[config.mk]
export PLATFORM = sky130hd
export DESIGN_NAME = i2c_target_memory_backend
export DESIGN_NICKNAME = d
export VERILOG_FILES = /design/src/design/i2ctmb_pkg.sv /design/src/design/i2ctmb_mem.sv /design/src/design/i2ctmb_ptr_reduce.sv /design/src/design/i2c_target_memory_backend.sv
export SDC_FILE = /design/constraint.sdc
export NUM_CORES = 2
export LEC_CHECK = 0
export BUFFER_PORTS_ARGS = -buffer_cell sky130_fd_sc_hd__buf_2
export CORE_UTILIZATION = 30
export DETAILED_ROUTE_END_ITERATION = 8
export GPL_TIMING_DRIVEN = 0
export MAX_ROUTING_LAYER = met4
export PLACE_DENSITY = 0.5
export SYNTH_ARGS = -nofsm -noshare
export SYNTH_HDL_FRONTEND = slang
export SYNTH_SLANG_ARGS = --single-unit
[constraint.sdc]
create_clock -name clk -period 11.6 [get_ports clk]
set_input_delay 0.58 -clock clk [delete_from_list [all_inputs] [get_ports clk]]
set_output_delay 0.58 -clock clk [all_outputs]
set_load 0.05 [all_outputs]
[src/design/i2ctmb_pkg.sv]
// ----------------------------------------------------------------------------
// i2ctmb_pkg
// Shared types and codes for the I2C target memory back end: bus event codes,
// transfer phase codes and the request and response payload structs.
// ----------------------------------------------------------------------------
package i2ctmb_pkg;

	// Bus event carried by one request.
	typedef enum logic [1:0] {
		OP_START = 2'd0,
		OP_ACK   = 2'd1,
		OP_NACK  = 2'd2,
		OP_STOP  = 2'd3
	} op_t;

	// Transfer phase codes. Codes above PH_DATA are unused and inert.
	localparam logic [2:0] PH_H_WR = 3'd0;
	localparam logic [2:0] PH_L_WR = 3'd1;
	localparam logic [2:0] PH_H_RD = 3'd2;
	localparam logic [2:0] PH_L_RD = 3'd3;
	localparam logic [2:0] PH_DATA = 3'd4;

	// Width of the pointer value formed from two received bytes.
	localparam int unsigned RAW_PTR_W = 16;

	typedef struct packed {
		op_t        operation;
		logic [7:0] rx_byte;
		logic       read_direction;
	} req_t;

	typedef struct packed {
		logic       tx_valid;
		logic [7:0] tx_byte;
	} rsp_t;

endpackage

[src/design/i2ctmb_mem.sv]
// ----------------------------------------------------------------------------
// i2ctmb_mem
// Byte memory with one write port and one read port. Read data is registered,
// so it appears in the cycle after the read is issued.
// ----------------------------------------------------------------------------
module i2ctmb_mem #(
	parameter int unsigned MEM_DEPTH = 256,
	parameter int unsigned PW        = 8
) (
	input  logic          clk,
	input  logic          we,
	input  logic [PW-1:0] waddr,
	input  logic [7:0]    wdata,
	input  logic          re,
	input  logic [PW-1:0] raddr,
	output logic [7:0]    rdata
);

	logic [7:0] mem_q [MEM_DEPTH];
	logic [7:0] rdata_q;

	// Write port and registered read port.
	always_ff @(posedge clk) begin
		if (we) begin
			mem_q[waddr] <= wdata;
		end
		if (re) begin
			rdata_q <= mem_q[raddr];
		end
	end

	assign rdata = rdata_q;

endmodule

[src/design/i2ctmb_ptr_reduce.sv]
// ----------------------------------------------------------------------------
// i2ctmb_ptr_reduce
// Reduces a 16-bit pointer value modulo the memory depth in three pipelined
// steps: reciprocal multiply, quotient times depth, subtract and correct.
// ----------------------------------------------------------------------------
module i2ctmb_ptr_reduce
	import i2ctmb_pkg::*;
#(
	parameter int unsigned MEM_DEPTH = 256,
	parameter int unsigned PW        = 8
) (
	input  logic                 clk,
	input  logic                 arst_n,
	input  logic                 start,
	input  logic [RAW_PTR_W-1:0] value,
	output logic                 done,
	output logic [PW-1:0]        result
);

	// Rounded-up reciprocal of the depth, scaled by two to the 32nd.
	localparam logic [32:0] RECIP =
		33'(((64'd1 << 32) + 64'(MEM_DEPTH) - 64'd1) / 64'(MEM_DEPTH));
	localparam logic [16:0] DEPTH_W = 17'(MEM_DEPTH);

	logic                 v_s1, v_s2, done_q;
	logic [RAW_PTR_W-1:0] x_s1, x_s2;
	logic [48:0]          prod_s1;
	logic [16:0]          qd_s2;
	logic [32:0]          qd_full;
	logic [16:0]          diff;
	logic [16:0]          corr;
	logic [PW-1:0]        result_q;

	assign qd_full = {17'd0, prod_s1[47:32]} * {16'd0, DEPTH_W};
	assign diff    = {1'b0, x_s2} - qd_s2;
	assign corr    = (diff >= DEPTH_W) ? (diff - DEPTH_W) : diff;

	// Step valid flags.
	always_ff @(posedge clk or negedge arst_n) begin
		if (!arst_n) begin
			v_s1   <= 1'b0;
			v_s2   <= 1'b0;
			done_q <= 1'b0;
		end else begin
			v_s1   <= start;
			v_s2   <= v_s1;
			done_q <= v_s2;
		end
	end

	// Datapath registers.
	always_ff @(posedge clk) begin
		x_s1     <= value;
		prod_s1  <= {33'd0, value} * {16'd0, RECIP};
		x_s2     <= x_s1;
		qd_s2    <= qd_full[16:0];
		result_q <= corr[PW-1:0];
	end

	assign done   = done_q;
	assign result = result_q;

endmodule

[src/design/i2c_target_memory_backend.sv]
// ----------------------------------------------------------------------------
// i2c_target_memory_backend
// Back end of a 10-bit-address I2C target serving a byte memory through a
// phase machine and an auto-incrementing memory pointer.
//
//   Channel | Direction | Payload | Handshake
//   req     | in        | req_t   | req_valid / req_ready
//   rsp     | out       | rsp_t   | rsp_valid / rsp_ready
//
// A request passes from ST_IDLE through ST_DONE to the response register; it
// also passes ST_READ when it reads the memory, or ST_REDUCE when it sets the
// pointer (three-step modulo reduction). One request is in progress at a time.
// After reset a clearing pass writes zero to all MEM_DEPTH entries, one per
// cycle, and no request is taken during the pass.
// A stalled response holds in its register; the next request is still taken
// and waits for the register to free before its result is loaded.
// ----------------------------------------------------------------------------
module i2c_target_memory_backend
	import i2ctmb_pkg::*;
#(
	parameter int unsigned MEM_DEPTH = 256
) (
	input  logic clk,
	input  logic arst_n,
	input  logic req_valid,
	output logic req_ready,
	input  req_t req,
	output logic rsp_valid,
	input  logic rsp_ready,
	output rsp_t rsp
);

	localparam int unsigned PW = $clog2(MEM_DEPTH);

	typedef enum logic [4:0] {
		ST_CLEAR  = 5'b00001,
		ST_IDLE   = 5'b00010,
		ST_READ   = 5'b00100,
		ST_REDUCE = 5'b01000,
		ST_DONE   = 5'b10000
	} ctl_state_t;

	ctl_state_t    state_q;
	logic [2:0]    phase_q;
	logic [1:0]    count_q;
	logic [7:0]    hi_q;
	logic [PW-1:0] ptr_q;
	logic [PW-1:0] clr_q;
	rsp_t          res_q;
	rsp_t          out_q;
	logic          out_valid_q;

	logic          accept;
	logic          load_out;
	logic          do_read, do_store, do_reduce, set_hi;
	logic [2:0]    nxt_phase;
	logic [1:0]    nxt_count;
	logic [PW-1:0] ptr_inc;
	logic          mem_we;
	logic [PW-1:0] mem_waddr;
	logic [7:0]    mem_wdata;
	logic [7:0]    mem_rdata;
	logic          red_done;
	logic [PW-1:0] red_result;

	assign req_ready = (state_q == ST_IDLE);
	assign accept    = req_valid && req_ready;
	assign load_out  = (state_q == ST_DONE) && (!out_valid_q || rsp_ready);
	assign ptr_inc   = (ptr_q == PW'(MEM_DEPTH - 1)) ? '0 : (ptr_q + 1'b1);

	// Event decode against the current phase and byte count.
	always_comb begin
		nxt_phase = phase_q;
		nxt_count = count_q;
		do_read   = 1'b0;
		do_store  = 1'b0;
		do_reduce = 1'b0;
		set_hi    = 1'b0;
		case (req.operation)
			OP_START: begin
				nxt_count = 2'd0;
				nxt_phase = PH_H_RD;
			end
			OP_ACK: begin
				case (phase_q)
					PH_H_WR: begin
						nxt_count = 2'd0;
						nxt_phase = PH_L_WR;
					end
					PH_H_RD: begin
						nxt_count = 2'd0;
						do_read   = 1'b1;
					end
					PH_L_WR: begin
						if (req.read_direction) begin
							do_read = 1'b1;
						end else begin
							nxt_phase = PH_DATA;
						end
					end
					PH_L_RD: begin
						do_read = 1'b1;
					end
					PH_DATA: begin
						case (count_q)
							2'd0: begin
								set_hi    = 1'b1;
								nxt_count = 2'd1;
							end
							2'd1: begin
								do_reduce = 1'b1;
								nxt_count = 2'd2;
							end
							default: begin
								// A count of two, or the unreachable three.
								do_store  = 1'b1;
								nxt_count = 2'd0;
							end
						endcase
					end
					default: begin
					end
				endcase
			end
			default: begin
				// Nack or stop.
				nxt_count = 2'd0;
				nxt_phase = PH_H_WR;
			end
		endcase
	end

	// Memory write port: clearing pass after reset, then data stores.
	always_comb begin
		if (state_q == ST_CLEAR) begin
			mem_we    = 1'b1;
			mem_waddr = clr_q;
			mem_wdata = 8'd0;
		end else begin
			mem_we    = accept && do_store;
			mem_waddr = ptr_q;
			mem_wdata = req.rx_byte;
		end
	end

	i2ctmb_mem #(
		.MEM_DEPTH(MEM_DEPTH),
		.PW       (PW)
	) u_mem (
		.clk  (clk),
		.we   (mem_we),
		.waddr(mem_waddr),
		.wdata(mem_wdata),
		.re   (accept && do_read),
		.raddr(ptr_q),
		.rdata(mem_rdata)
	);

	i2ctmb_ptr_reduce #(
		.MEM_DEPTH(MEM_DEPTH),
		.PW       (PW)
	) u_reduce (
		.clk   (clk),
		.arst_n(arst_n),
		.start (accept && do_reduce),
		.value ({hi_q, req.rx_byte}),
		.done  (red_done),
		.result(red_result)
	);

	// Control sequencer and architectural state.
	always_ff @(posedge clk or negedge arst_n) begin
		if (!arst_n) begin
			state_q     <= ST_CLEAR;
			clr_q       <= '0;
			phase_q     <= PH_H_WR;
			count_q     <= 2'd0;
			hi_q        <= 8'd0;
			ptr_q       <= '0;
			out_valid_q <= 1'b0;
		end else begin
			// The response is valid from its load until it is taken.
			if (load_out) begin
				out_valid_q <= 1'b1;
			end else if (rsp_valid && rsp_ready) begin
				out_valid_q <= 1'b0;
			end
			case (state_q)
				ST_CLEAR: begin
					clr_q <= clr_q + 1'b1;
					if (clr_q == PW'(MEM_DEPTH - 1)) begin
						state_q <= ST_IDLE;
					end
				end
				ST_IDLE: begin
					if (accept) begin
						phase_q <= nxt_phase;
						count_q <= nxt_count;
						if (set_hi) begin
							hi_q <= req.rx_byte;
						end
						if (do_read) begin
							ptr_q   <= ptr_inc;
							state_q <= ST_READ;
						end else if (do_reduce) begin
							state_q <= ST_REDUCE;
						end else begin
							state_q <= ST_DONE;
						end
					end
				end
				ST_READ: begin
					state_q <= ST_DONE;
				end
				ST_REDUCE: begin
					if (red_done) begin
						ptr_q   <= red_result;
						state_q <= ST_DONE;
					end
				end
				ST_DONE: begin
					if (load_out) begin
						state_q <= ST_IDLE;
					end
				end
				default: begin
					state_q <= ST_IDLE;
				end
			endcase
		end
	end

	// Result and response payload registers.
	always_ff @(posedge clk) begin
		if (accept) begin
			res_q <= '0;
		end else if (state_q == ST_READ) begin
			res_q.tx_valid <= 1'b1;
			res_q.tx_byte  <= mem_rdata;
		end
		if (load_out) begin
			out_q <= res_q;
		end
	end

	assign rsp_valid = out_valid_q;
	assign rsp       = out_q;

endmodule

==> parameters.txt <==
Parameter                              Value

Run status
  Status ... complete, but fails checks
  Violated checks ... max-capacitance violations, max-slew violations

Timing
  Period Utilization, post-route ... 0.534
  Transition time at the pin with the least slew margin ... 1.66 ns
  Minimum period implied by the final worst setup slack ... 6.20 ns
  Pins over their slew limit ... 27
  Setup ws final ... about 5.4 ns
  Max Clk Rate ... 0.161 GHz
  Final setup skew ... roughly 0.044 ns
  Setup violation total in the final timing report ... 0
  Number of hold-slack violations in the final timing report ... 0
  Final sum of negative setup slack ... 0 ns
  Headroom to the max-slew limit ... -0.107
  Setup repair after global routing missed its margin ... false

Critical path
  R2R setup slack ... 5.40 ns
  Worst reg2reg path startpoint ... ptr_q[4]$_DFFE_PN0P_
  R2R Path End ... u_mem.mem_q[215][4]$_DFFE_PP_
  Series of cell instances along the critical path ... clkbuf_1 -> nand2b_1 -> o21ai_0 -> nand2_1 -> clkbuf_1 -> nor2_1
  Family with the most delay on the worst path ... simple AND/OR/NAND/NOR gates
  Classification of the worst setup path ... reg -> reg
  Maximum fanout along the worst path ... 10
  Data required time at the worst endpoint ... between 10 and 15 ns
  Startpoint type of the worst setup path ... flop
  CP max-delay cell ... o21ai_0
  Depth of the worst register-to-register path ... 6
  Most used cell along the critical path ... clkbuf_1
  CP startpoint ... ptr_q[4]$_DFFE_PN0P_
  Delay contributed by the slowest stage of the critical path ... 1.44 ns
  WP buf/inv ... 2
  CP Capture Type ... flop
  Worst endpoint data arrival time ... about 6.7 ns

Logic synthesis
  Sequential element share of the synthesized area ... 0.765
  Syn. warnings ... 0
  Main combinational cell family by area after synthesis ... multiplexers
  Most numerous cell types in the synthesized netlist ... edfxtp_1 (2065), mux4_2 (367), nor2_1 (323)
  Leading post-synthesis cells by cell area ... edfxtp_1 (75%), mux4_2 (10%), mux2i_1 (2.8%)
  Fraction of the mapped netlist area in adder cells ... 0.000302
  Unique cell type count in the Yosys netlist ... roughly 80
  Number of enable-type register cells in the synthesized netlist ... about 2.1k
  Fraction of synthesized cell area in xor and xnor cells ... 0.000740
  Post-synth net total ... 4213
  FFs w/ async S/R, synth ... 0.0141
  Total standard cell area after synthesis ... 0.0829 mm²
  Synthesized-area fraction occupied by ao, oa, aoi and oai cells ... 0.0421
  Post-synthesis area per instance ... 19.7 µm²
  Most frequently used cell type in the post-synthesis netlist ... edfxtp_1
  Most common flop cell mapped by yosys ... edfxtp_1
  Synthesized instance count ... roughly 4.2k
  Biggest area consumer among synthesized cells ... edfxtp_1
  Share of cell area taken by muxes after synthesis ... 0.136
  Proportion of netlist area held by the largest area contributor ... 0.748
  Synthesized flop and latch total ... 2128
  Simple logic cell fraction of the synthesized area ... 0.0362

Clock tree
  Total number of clock tree sinks ... 2128
  Clock transition at the registers of the reported paths ... approximately 0.06 ns
  Post-CTS repair timing setup buffer count ... 0
  Number of H-tree branching levels ... 4
  Clock latency on the worst-skew pair ... about 0.89 ns
  Clock root buffer master ... clkbuf_16
  Max clock buf depth ... 3
  Count of hold-fix buffers inserted at cts ... 13
  Post-cts resize count ... 0
  TritonCTS clock tree ... built
  TritonCTS buffer count ... roughly 220

Global route
  Maximum number of pins on one net before global-route repair ... 88
  Antenna violations before repair ... 24
  Total global routing overflow ... 0
  First-pass GRT wire length ... 411 mm
  Total routing resource utilization after global routing ... 0.227
  Number of global-route vias before repair ... around 44k

Drt
  Total iterations of the first detailed-routing run ... 6
  Total detailed-routing wirelength ... between 300 and 400 mm
  Iter 0 DRT Violations ... 7549
  Wire length per cell ... 37.4 µm
  Vias ... 46.6k
  Post-DR vias/cell ... 5.58
  DRC Markers ... 0
  Antenna viol nets, final ... 0

Job
  Max-Cap Viols ... 5

Floorplan
  Initial Util ... 0.302
  I/O pin total ... 26
  Core box area ... about 0.27 mm²
  Total Die Area ... roughly 0.28 mm²
  Die outline height ... 528 µm
  Width of the die ... roughly 530 µm
  Rows ... 192

Placed design
  Placer Congestion ... 0.986
  Port Buf Inserts ... 25
  DPL Wire Length ... 208 mm
  Pre-CTS WS ... 5.71 ns
  Number of instances in the placed design ... just under 8k

Power
  Lkg Pwr ... about 30 nW
  Power density normalized to cell area ... 220 mW/mm²
  Worst supply voltage drop on vdd ... 0.000185 V

Final layout
  Fraction of final layout cells sized beyond drive strength 1 ... 0.201
  Biggest register ... u_mem.mem_q
  Final-stage net count ... 4499
  Fillers ... 25.7k
  Non-filler cells, final ... 8361
  Synth-to-layout area growth ... 15.2%
  Max reg flops ... a little over 2k

Hold path
  Worst hold path startpoint ... req[0]
  Kind of path behind the tightest hold check ... in -> reg
  Number of instances on the worst hold path ... 4
  Worst hold endpoint ... phase_q[2]$_DFFE_PN0P_
logic make-up (layout without fill, tap and decap cells):
family                   count (synthesis)  after routing
AO/OA/AOI/OAI                          511            511
XOR/XNOR                                 7              7
adder cells (fa/ha/maj)                  2              2
buffers and inverters                  262            727
flip-flops                            2128           2128
multiplexers                           634            634
other                                    0             14
AND/OR/NAND/NOR                        652            652
through the flow:
stage	utilization	cell area, µm²	hold WS (ns)	power (mW)
6_report	0.348	95400	0.0775	21.0
5_1_grt	0.348	95400	0.0968	21.3
4_1_cts	0.348	95400	0.0188	20.9
3_5_place_dp	0.322	88300	0.313	14.1
3_3_place_gp	0.320	87600	0.312	14.1
2_1_floorplan	-	82900	0.284	11.5
worst register-to-register path: stages (launching register included):
cell      delay [ns]
dfrtp_1         0.68
clkbuf_1        0.82
nand2b_1        0.76
o21ai_0         1.44
nand2_1         0.73
clkbuf_1        0.47
nor2_1          0.88
where the power goes:
part	switching, mW	internal, mW	total, mW
registers	0.0207	8.46	8.48
logic	3.80	1.75	5.55
clock network	3.06	3.88	6.94
routing by layer:
metal	GRT usage	share of wire	routed length, µm
met1	0.301	0.40	125000
met2	0.338	0.45	140000
met3	0.0487	0.10	31600
met4	0.0985	0.050	15700
met5	-	0	0
how the worst max path moves through the flow:
stage	to	slack, ns	depth (start not counted)
6_report	u_mem.mem_q[215][4]$_DFFE_PP_	5.40	6
4_1_cts	u_mem.mem_q[214][5]$_DFFE_PP_	5.68	6
3_5_place_dp	u_mem.mem_q[214][0]$_DFFE_PP_	5.71	6
2_1_floorplan	u_mem.mem_q[0][0]$_DFFE_PP_	6.11	6
5_1_grt	u_mem.mem_q[214][5]$_DFFE_PP_	5.65	6
3_3_place_gp	u_mem.mem_q[80][4]$_DFFE_PP_	0.11	6
placed cells by master (no fill, tap or decap), drive strengths merged, types with 8 or more instances in the layout:
cell type	synthesis	routed
and2	17	17
mux2	11	11
bufinv	0	14
buf	159	211
nand4	10	10
dfrtp	29	29
nor2b	17	17
a22o	10	10
o22ai	58	58
nor3	38	38
a31oi	16	16
dlygate4sd3	0	13
clkbuf	94	380
diode	0	14
o211ai	8	8
nand2b	27	27
nand3	41	41
mux4	389	389
edfxtp	2065	2065
nand2	105	105
o21ai	77	77
o31ai	14	14
a21oi	87	87
nor4	19	19
mux2i	234	234
a22oi	124	124
o221ai	25	25
a211oi	26	26
a221oi	33	33
nor3b	10	10
clkinv	1	87
inv	8	16
dfxtp	33	33
nor2	323	323
nand3b	8	8
or2	19	19
cell type report:
cell class              instances  area (µm²)  share of cell area
well taps                    3686        4610              0.0483
plain buffers                 253        1540              0.0162
diodes                         14        35.0            0.000367
repair buffers                 66         960              0.0101
clock buffers                 285        5890              0.0618
inverters                       9        35.0            0.000367
flip-flops and latches       2128       63400               0.665
multi-input cells            1806       17900               0.188
clock inverters               114        1020              0.0107
No activity file was read; power rests on OpenSTA's default activity.
